File: src/rtl/core/wtes_pkg.sv
// ----------------------------------------------------------------------------
// Tracking error statistics package
// Shared widths, codes and types for the windowed tracking error block.
// ----------------------------------------------------------------------------
package wtes_pkg;

  localparam int ERR_W     = 25;
  localparam int KIND_W    = 3;
  localparam int MODE_W    = 8;
  localparam int CFG_W     = 11;
  localparam int CFG_IDX_W = 2;
  localparam int CNT_OUT_W = 11;

  localparam int DEF_MAX_WINDOW = 1024;
  localparam int DEF_COORD_BITS = 24;

  localparam logic [ERR_W-1:0] ERR_MAX = '1;

  localparam logic [KIND_W-1:0] KIND_DRONE_POS  = 3'd0;
  localparam logic [KIND_W-1:0] KIND_TARGET_POS = 3'd1;
  localparam logic [KIND_W-1:0] KIND_DRONE_VEL  = 3'd2;
  localparam logic [KIND_W-1:0] KIND_TARGET_VEL = 3'd3;
  localparam logic [KIND_W-1:0] KIND_MODE       = 3'd4;

  localparam logic [CFG_IDX_W-1:0] REG_TRACKING_MODE_CODE   = 2'd0;
  localparam logic [CFG_IDX_W-1:0] REG_RECORD_ONLY_TRACKING = 2'd1;
  localparam logic [CFG_IDX_W-1:0] REG_WINDOW_LENGTH        = 2'd2;

  localparam logic [MODE_W-1:0] RST_TRACKING_MODE_CODE = 8'd3;
  localparam logic              RST_RECORD_ONLY        = 1'b1;
  localparam logic [CFG_W-1:0]  RST_WINDOW_LENGTH      = 11'd1000;

  typedef enum logic {
    OP_DIV  = 1'b0,
    OP_SQRT = 1'b1
  } arith_op_t;

  typedef struct packed {
    logic      start;
    arith_op_t op;
  } arith_cmd_t;

endpackage

File: src/rtl/core/wtes_arith.sv
// ----------------------------------------------------------------------------
// Shared divide and square root unit
// Restoring division one quotient bit per cycle, or digit-by-digit integer
// square root one result bit per cycle, through one compare and subtract.
// ----------------------------------------------------------------------------
module wtes_arith #(
  parameter int UW = 64,
  parameter int CW = 11
) (
  input  logic                 clk,
  input  logic                 rst,
  input  wtes_pkg::arith_cmd_t cmd,
  input  logic [UW-1:0]        a,
  input  logic [CW-1:0]        b,
  output logic                 done,
  output logic [UW-1:0]        res
);

  localparam int RW = UW / 2 + 3;
  localparam int NW = $clog2(UW + 1);

  logic [UW-1:0]       sh;
  logic [RW-1:0]       rem;
  logic [CW-1:0]       dvs;
  logic [NW-1:0]       cnt;
  logic                busy;
  wtes_pkg::arith_op_t op;

  logic [RW-1:0] rem_sh;
  logic [RW-1:0] cmp;
  logic          ge;

  always_comb begin
    if (op == wtes_pkg::OP_SQRT) begin
      rem_sh = {rem[RW-3:0], sh[UW-1:UW-2]};
      cmp    = RW'({res[UW/2-1:0], 2'b01});
    end else begin
      rem_sh = {rem[RW-2:0], sh[UW-1]};
      cmp    = RW'(dvs);
    end
    ge = (rem_sh >= cmp);
  end

  always_ff @(posedge clk) begin
    if (rst) begin
      busy <= 1'b0;
      done <= 1'b0;
      cnt  <= '0;
      op   <= wtes_pkg::OP_DIV;
    end else begin
      done <= 1'b0;
      if (cmd.start) begin
        busy <= 1'b1;
        op   <= cmd.op;
        cnt  <= (cmd.op == wtes_pkg::OP_SQRT) ? NW'(UW / 2) : NW'(UW);
      end else if (busy) begin
        cnt <= cnt - NW'(1);
        if (cnt == NW'(1)) begin
          busy <= 1'b0;
          done <= 1'b1;
        end
      end
    end
  end

  always_ff @(posedge clk) begin
    if (cmd.start) begin
      sh  <= a;
      dvs <= b;
      rem <= '0;
      res <= '0;
    end else if (busy) begin
      rem <= ge ? (rem_sh - cmp) : rem_sh;
      res <= {res[UW-2:0], ge};
      sh  <= (op == wtes_pkg::OP_SQRT) ? {sh[UW-3:0], 2'b00} : {sh[UW-2:0], 1'b0};
    end
  end

endmodule

File: config.mk
export PLATFORM = sky130hd
export DESIGN_NAME = wtes_arith
export DESIGN_NICKNAME = d
export VERILOG_FILES = /design/src/rtl/core/wtes_pkg.sv /design/src/rtl/core/wtes_arith.sv
export SDC_FILE = /design/constraint.sdc
export NUM_CORES = 1
export LEC_CHECK = 0
export ABC_AREA = 1
export BUFFER_PORTS_ARGS = -buffer_cell sky130_fd_sc_hd__buf_4
export CAP_MARGIN = 10
export CORE_MARGIN = 2
export CORE_UTILIZATION = 35
export CTS_BUF_LIST = sky130_fd_sc_hd__clkbuf_8
export DETAILED_ROUTE_END_ITERATION = 10
export HOLD_SLACK_MARGIN = 0.1
export PLACE_DENSITY = 0.53
export SLEW_MARGIN = 10
export SYNTH_ARGS = -nofsm -noshare
export SYNTH_HDL_FRONTEND = slang
export SYNTH_SLANG_ARGS = --single-unit
File: constraint.sdc
create_clock -name clk -period 3.24 [get_ports clk]
set_input_delay 0.486 -clock clk [delete_from_list [all_inputs] [get_ports clk]]
set_output_delay 0.486 -clock clk [all_outputs]
set_load 0.1 [all_outputs]
==> impl_metrics.csv, run 1 <==
group,metric,value,unit
cts,cts-buffers-inserted,17,
sta,hold-worst-slack,0.189,ns
global_route,initial_antenna_violation_count,0,
detailed_routing,post-route-drc-count,0,
place,buffer_ports.inserted,143,
yosys,ys_ff_latch,183,
critical_path,rrSetupSlack,0.17,ns
die,dieWidth,179,um
critical_path,crit_path_max_fanout,20,
cts,cts.sinks,183,
sta,timing_worst_slew_pin_value,0.876,ns
yosys,postSynth.topFlopCell,"dfxtp_1",
cts,ctsHtreeMaxLevel,4,
sta,clock.fmax,0.326,GHz
cts,clkLatencyLatePin,0.48,ns
detailed_routing,drt-wirelength-per-cell,14.8,um
global_route,grt_max_degree,90,
sta,finalClockSkew,0.0215,ns
die,top_level_ports,144,
power_and_ir_drop,power_density,939,nW/um^2
yosys,syn-num-nets,1629,
critical_path,critPathArrivalTime,3.44,ns
yosys,yosysUniqueCellTypes,42,
critical_path,cp_top_family,"simple AND/OR/NAND/NOR gates",
sta,slew_headroom,41.5,%
global_route,grt_remaining_overflow,0,
critical_path,crit_path_cell_chain,"inv_4 > or2_2 > o21ai_0 > inv_1 > ha_1 > nand3_1 > nand3_1 > nand3_1 > nand3_1 > nand2_1 > nand2_2 > nand2_8 > nand2_8 > buf_4 > nand3_1 > nand2_1 > nand2_1",
yosys,synth_top_cell_area_share,21.1,%
critical_path,critPathRequiredTime,3.61,ns
global_route,grtUsageTotal,19.2,%
critical_path,critical_register_to_register_path_startpoint,"op$_SDFFE_PP0P_",
finish,fraction_of_layout_instances_using_a_drive_strength_above_1,14.0,%
yosys,share_of_flip_flops_with_an_asynchronous_set_or_reset_after_synthesis,0,%
global_route,grt_pass1_vias,9715,
sta,final_period_minus_worst_setup_slack,3.07,ns
detailed_routing,detailedRoute.firstIterationViolations,609,
yosys,synth_warnings,0,
die,die_y,179,um
sta,final-max-slew-violation-count,0,
critical_path,start_kind,"register",
yosys,synth.yosys.seq_area_share,41.3,%
yosys,count_of_flip_flops_with_a_built_in_enable_after_synthesis,75,
die,start_util,35.2,%
sta,timing.final.hold_violations,0,
global_route,grt_first_pass_wirelength,49100,um
yosys,netlist_area,10700,um^2
cts,hold_buffers,0,
finish,final_core_utilization,41.8,%
min_path,min_path_cells,1,
critical_path,critical_path.n_buffers_inverters,3,
critical_path,crit_slowest_cell,"dfxtp_4",
finish,area_occupied_by_multi_input_gates,4940,um^2
detailed_routing,finalWirelength,30300,um
place,dpl.hpwl,22300,um
cts,cts_setup_buffers,0,
cts,clock_path_buffers,2,
critical_path,r2r_cells,17,
sta,finalSetupViolCount,0,
die,core_footprint,30300,um^2
die,rows,64,
power_and_ir_drop,irDropWorstVdd,588,uV
critical_path,critPathMostFrequentCell,"nand3_1",
critical_path,worstSetupEndpointType,"register",
yosys,netlist_top_cells_area,"edfxtp_1 (21%), dfxtp_1 (20%), nand2_1 (19%)",
yosys,synth_commonest_cells,"nand2_1 (535), inv_1 (287), dfxtp_1 (108)",
finish,sequential_cell_area,4420,um^2
detailed_routing,antenna_violating_nets_post_route,0,
min_path,min_delay_worst_endpoint,"dvs[4]$_DFFE_PP_",
place,gp_routability_congestion,0.938,
finish,antenna_cells_inserted,0,
critical_path,timing.rr.end,"rem[30]$_SDFFE_PP0P_",
min_path,hold_path_startpoint,"b[4]",
cts,cts_root_buffer,"clkbuf_8",
yosys,synth_largest_area_cell,"edfxtp_1",
finish,area_delta_synth_final,18.5,%
detailed_routing,via_count,9826,
finish,filler_cell_count,3265,
cts,cts.clk_slew.worst_paths,0.11,ns
job,drv.max_cap_violation_count,0,
cts,clock_tree_from_tritoncts,"done",
detailed_routing,viasPerCell,4.80,
die,design.die.area,32000,um^2
yosys,synthMostInstantiatedCell,"nand2_1",
critical_path,cp_slowest_stage_delay,0.43,ns
min_path,hp_class,"in2reg",
detailed_routing,number_of_search_and_repair_iterations_in_the_first_detailed_routing_pass,5,
outcome,run_status,"finished, final reports clean",
power_and_ir_drop,leakage,6.18,nW
critical_path,crit_type,"reg2reg",
yosys,synthesis.instances,1513,
finish,final_nets,1756,
yosys,mean_instance_size_in_the_synthesized_netlist,7.07,um^2
sta,fin_crit_sh,94.8,%
## flip-flops by register name, indices dropped and copies added (netlist names)
signal and count:
dvs 11, cnt 7, res 64, sh 64, op 1, busy 1, rem 34, done 1
## where the power goes
part           leakage [nW]  internal [W]  switching [W]
clock network         0.201      0.000594       0.000976
registers              1.64       0.00274       0.000165
logic                  4.34       0.00239        0.00504
## area by class of cell
class / instances / area share [%]
Clock buffer: 18 / 1.95
Sequential cell: 183 / 34.9
Tap cell: 396 / 3.91
Multi-Input combinational cell: 976 / 39.0
Clock inverter: 14 / 1.06
Timing Repair Buffer: 169 / 10.5
Inverter: 293 / 8.72
## metal layers
metal	global-route usage (%)	vias up	share of wire (%)
met5	0	-	0
met4	4.51	0	1.6
met3	3.52	29	4.2
met2	31.3	181	46
met1	26.3	4500	49
li1	-	5116	-
## what timing repair did
action	in CTS	in global routing
hold endpoints to repair	0	0
setup endpoints to repair	0	35
resized for setup	0	12
## cells by family (layout without fill, tap and decap cells)
group / count (synthesis) / count (layout) / synth area share (%)
fa+ha+maj: 37 / 37 / 4.40
flops: 183 / 183 / 41.3
compound gates: 210 / 210 / 12.9
xor+xnor: 18 / 18 / 1.47
buf+inv: 355 / 494 / 12.9
simple gates: 710 / 711 / 27.0
## worst max-delay path by stage
| stage | end | slack [ns] | cells past startpoint | start |
|---|---|---|---|---|
| after CTS | rem[30]$_SDFFE_PP0P_ | 0.08 | 17 | op$_SDFFE_PP0P_ |
| final | rem[30]$_SDFFE_PP0P_ | 0.17 | 17 | op$_SDFFE_PP0P_ |
| after global placement | rem[30]$_SDFFE_PP0P_ | 0.15 | 17 | op$_SDFFE_PP0P_ |
| after floorplan | rem[1]$_SDFFE_PP0P_ | 0.40 | 16 | res[0]$_SDFFE_PP0P_ |
| after detailed placement | rem[30]$_SDFFE_PP0P_ | 0.10 | 17 | op$_SDFFE_PP0P_ |
| after global routing | rem[30]$_SDFFE_PP0P_ | -0.004 | 17 | op$_SDFFE_PP0P_ |
## layout by cell type (no fill, tap or decap), drive strengths merged
| master | instances |
|---|---|
| dfxtp | 108 |
| nor2 | 62 |
| ha | 36 |
| a31oi | 2 |
| a21oi | 26 |
| nor4 | 1 |
| xnor2 | 6 |
| clkbuf | 19 |
| clkinvlp | 1 |
| o21ai | 53 |
| nor3 | 10 |
| o32ai | 1 |
| nand3 | 79 |
| buf | 168 |
| o221ai | 62 |
| inv | 302 |
| o21bai | 3 |
| nand4 | 7 |
| xor2 | 12 |
| or2 | 8 |
| and2 | 2 |
| nand3b | 2 |
| o22ai | 62 |
| fa | 1 |
| a211oi | 1 |
| clkinv | 4 |
| nand2 | 540 |
| edfxtp | 75 |
## per-stage QoR
step | power, W | instance area [um^2] | TNS [ns] | worst slack (ns) | std cells
floorplan | 0.00834 | 10700 | 0 | 0.399 | 1513
global placement | 0.0102 | 12200 | 0 | 0.153 | 2015
detailed placement | 0.0102 | 12200 | 0 | 0.103 | 2015
CTS | 0.0118 | 12600 | 0 | 0.0843 | 2047
global route | 0.0131 | 12700 | -0.00551 | -0.00442 | 2049
finish | 0.0119 | 12700 | 0 | 0.168 | 2049
Power figures use the tool's default switching activity.
==> run 2, diff against run 1 <==
--- a/config.mk
+++ b/config.mk
@@ -5,7 +5,6 @@
 export SDC_FILE = /design/constraint.sdc
 export NUM_CORES = 1
 export LEC_CHECK = 0
-export ABC_AREA = 1
 export BUFFER_PORTS_ARGS = -buffer_cell sky130_fd_sc_hd__buf_4
 export CAP_MARGIN = 10
 export CORE_MARGIN = 2
@@ -14,6 +13,7 @@
 export DETAILED_ROUTE_END_ITERATION = 10
 export HOLD_SLACK_MARGIN = 0.1
 export PLACE_DENSITY = 0.53
+export RECOVER_POWER = 50
 export SLEW_MARGIN = 10
 export SYNTH_ARGS = -nofsm -noshare
 export SYNTH_HDL_FRONTEND = slang
==> run 2 against run 1 <==
Against the previous run: wire length shrank 13%; worst setup slack lost 0.069 ns; global-route usage down 2.1 points; clock-buffer cell count is 1 lower; clock power hardly changed; clock skew increased by 0.0029 ns; non-clock buffer count is 88 higher; highest routed layer unchanged; critical endpoint is now rem[7]$_SDFFE_PP0P_; sequential share of layout area decreased by 1.2 points; combinational power shrank 19%; design area increased by 3.9%; largest cell class unchanged; flip-flop and latch count unchanged; worst hold slack better by 0.014 ns.
==> impl_metrics.csv, run 2 <==
group,metric,value,unit
outcome,run_status,"finished, final reports clean",
yosys,postSynth.topFlopCell,"dfxtp_1",
yosys,share_of_flip_flops_with_an_asynchronous_set_or_reset_after_synthesis,0,%
global_route,grt_max_degree,102,
finish,area_delta_synth_final,29.0,%
yosys,netlist_top_cells_area,"edfxtp_1 (22%), dfxtp_1 (21%), mux2i_1 (16%)",
die,core_footprint,28700,um^2
yosys,synth_top_cell_area_share,22.1,%
power_and_ir_drop,irDropWorstVdd,481,uV
detailed_routing,viasPerCell,5.03,
detailed_routing,drt-wirelength-per-cell,15.7,um
finish,fraction_of_layout_instances_using_a_drive_strength_above_1,30.8,%
die,rows,62,
cts,ctsHtreeMaxLevel,4,
yosys,synthMostInstantiatedCell,"mux2i_1",
critical_path,crit_type,"reg2reg",
sta,clock.fmax,0.318,GHz
yosys,yosysUniqueCellTypes,59,
die,top_level_ports,144,
finish,final_core_utilization,45.9,%
yosys,mean_instance_size_in_the_synthesized_netlist,9.59,um^2
detailed_routing,detailedRoute.firstIterationViolations,563,
sta,final.setup.tns,0,ns
die,dieWidth,175,um
cts,cts.clk_slew.worst_paths,0.11,ns
min_path,hp_class,"in2reg",
yosys,syn-num-nets,1181,
global_route,grt_first_pass_wirelength,42700,um
power_and_ir_drop,intPower,0.00631,W
job,drv.max_cap_violation_count,0,
power_and_ir_drop,netSwitchingPower,0.00417,W
sta,postLayoutSetupSlackWorst,0.0989,ns
global_route,grt_remaining_overflow,0,
yosys,ys_ff_latch,183,
sta,grt_setup_unrepaired,"true",
yosys,netlist_area,10200,um^2
power_and_ir_drop,power_frac_seq,27.1,%
place,dpl.hpwl,18400,um
yosys,synth_commonest_cells,"mux2i_1 (163), nand2_1 (131), nor2_1 (128)",
yosys,count_of_flip_flops_with_a_built_in_enable_after_synthesis,75,
sta,timing_worst_slew_pin_value,0.949,ns
power_and_ir_drop,clockPowerShare,15.3,%
critical_path,critPathRequiredTime,3.55,ns
cts,cts-buffers-inserted,17,
sta,fin_crit_sh,96.9,%
place,buffer_ports.inserted,143,
critical_path,start_kind,"register",
power_and_ir_drop,power_density,796,nW/um^2
finish,antenna_cells_inserted,0,
yosys,synth.yosys.seq_area_share,43.2,%
die,start_util,35.6,%
cts,clkLatencyLatePin,0.48,ns
cts,cts.sinks,183,
power_and_ir_drop,p_sw_share,39.8,%
sta,slew_headroom,36.8,%
detailed_routing,number_of_search_and_repair_iterations_in_the_first_detailed_routing_pass,4,
sta,finalClockSkew,0.0244,ns
cts,clock_path_buffers,2,
die,die_y,175,um
critical_path,critPathArrivalTime,3.45,ns
global_route,initial_antenna_violation_count,0,
detailed_routing,via_count,8403,
critical_path,worstSetupEndpointType,"register",
sta,final_period_minus_worst_setup_slack,3.14,ns
yosys,synth_warnings,0,
finish,reg.largest.list,"res (64), sh (64), rem (34)",
cts,cts_root_buffer,"clkbuf_8",
finish,final_nets,1388,
global_route,grtUsageTotal,17.1,%
power_and_ir_drop,leakage,5.44,nW
cts,clock_tree_from_tritoncts,"done",
power_and_ir_drop,gate_power_share,57.6,%
sta,timing.final.hold_violations,0,
die,design.die.area,30500,um^2
sta,final-max-slew-violation-count,0,
yosys,synthesis.instances,1065,
global_route,grt_pass1_vias,8299,
finish,most_frequent_cells_in_the_layout,"buf_4 (236), mux2i_1 (154), nand2_1 (130)",
detailed_routing,post-route-drc-count,0,
sta,hold-worst-slack,0.203,ns
detailed_routing,finalWirelength,26200,um
sta,finalSetupViolCount,0,
detailed_routing,antenna_violating_nets_post_route,0,
yosys,synth_largest_area_cell,"edfxtp_1",
place,dp_slack,-0.167,ns
finish,layout.cells.most_common,"buf_4",
place,gp_routability_congestion,0.851,
critical_path,crit_path_max_fanout,12,
## run 2: changes by cell type in the layout (fill, tap and decap cells not counted), moves of 22 or more
| cell | delta |
|---|---|
| nand2_1 | -402 |
| inv_1 | -279 |
| mux2i_1 | +154 |
| buf_4 | +73 |
| nor2_1 | +72 |
| nand3_1 | -64 |
| o221ai_1 | -62 |
| o22ai_1 | -62 |
| o21ai_0 | +35 |
| mux2_2 | +33 |
| a211oi_1 | +22 |
## run 2: final timing paths
kind,start,end,slack (ns),cells past startpoint
min reg2reg,rem[31]$_SDFFE_PP0P_,rem[31]$_SDFFE_PP0P_,0.50,2
min,b[6],dvs[6]$_DFFE_PP_,0.20,1
max,op$_SDFFE_PP0P_,rem[7]$_SDFFE_PP0P_,0.1,13
max reg2reg,op$_SDFFE_PP0P_,rem[7]$_SDFFE_PP0P_,0.1,13
## run 2: cells by family (layout without fill, tap and decap cells)
group | count (synthesis) | count (layout) | synth area share [%]
flops | 183 | 183 | 43.2
mux | 196 | 196 | 19.6
xor+xnor | 32 | 32 | 2.75
buf+inv | 78 | 298 | 3.21
fa+ha+maj | 37 | 37 | 4.61
simple gates | 323 | 323 | 13.3
compound gates | 216 | 216 | 13.3
## run 2: routing by layer
layer	wire (um)	GRT usage (%)	share of wire (%)
met5	0	0	0
met4	248	3.33	0.95
met3	870	2.76	3.3
met2	12500	28.9	48
met1	12600	23.3	48
## run 2: stage by stage
stage	std cells	instance area [um^2]	power (W)
2_1_floorplan	1065	10300	0.00653
3_3_place_gp	1628	12400	0.00839
3_5_place_dp	1628	12400	0.00841
4_1_cts	1667	12900	0.0102
5_1_grt	1669	13200	0.0112
6_report	1669	13200	0.0105
## run 2: worst max-delay path, stage by stage (launching register included)
cell	delay, ns
dfxtp_4	0.44
buf_6	0.17
mux2_2	0.38
ha_4	0.32
and3_4	0.19
and3_2	0.20
nand3_2	0.09
o211ai_4	0.22
a31oi_4	0.12
o31ai_4	0.21
buf_6	0.16
buf_12	0.14
mux2i_2	0.23
a211oi_1	0.09
## run 2: cell type report
class,count,area (um^2)
Fill cell,2802,15500
Multi-Input combinational cell,804,5800
Sequential cell,183,4430
Timing Repair Buffer,257,2010
Tap cell,384,480
Clock buffer,17,234
Clock inverter,15,176
Inverter,9,33.8
## run 2: repair_timing
action                     in CTS  in global routing
setup buffers                   7                  2
hold buffers                    0                  0
gates cloned                    0                  0
setup endpoints to repair      34                 32
resized for setup              15                 50
pin swaps                       3                 12
## run 2: power groups by stage
stage,combinational [W],sequential (W),clock (W)
finish,0.00604,0.00284,0.00160
global route,0.00655,0.00287,0.00175
CTS,0.00572,0.00284,0.00167
detailed placement,0.00552,0.00289,0
global placement,0.00550,0.00289,0
floorplan,0.00367,0.00286,0
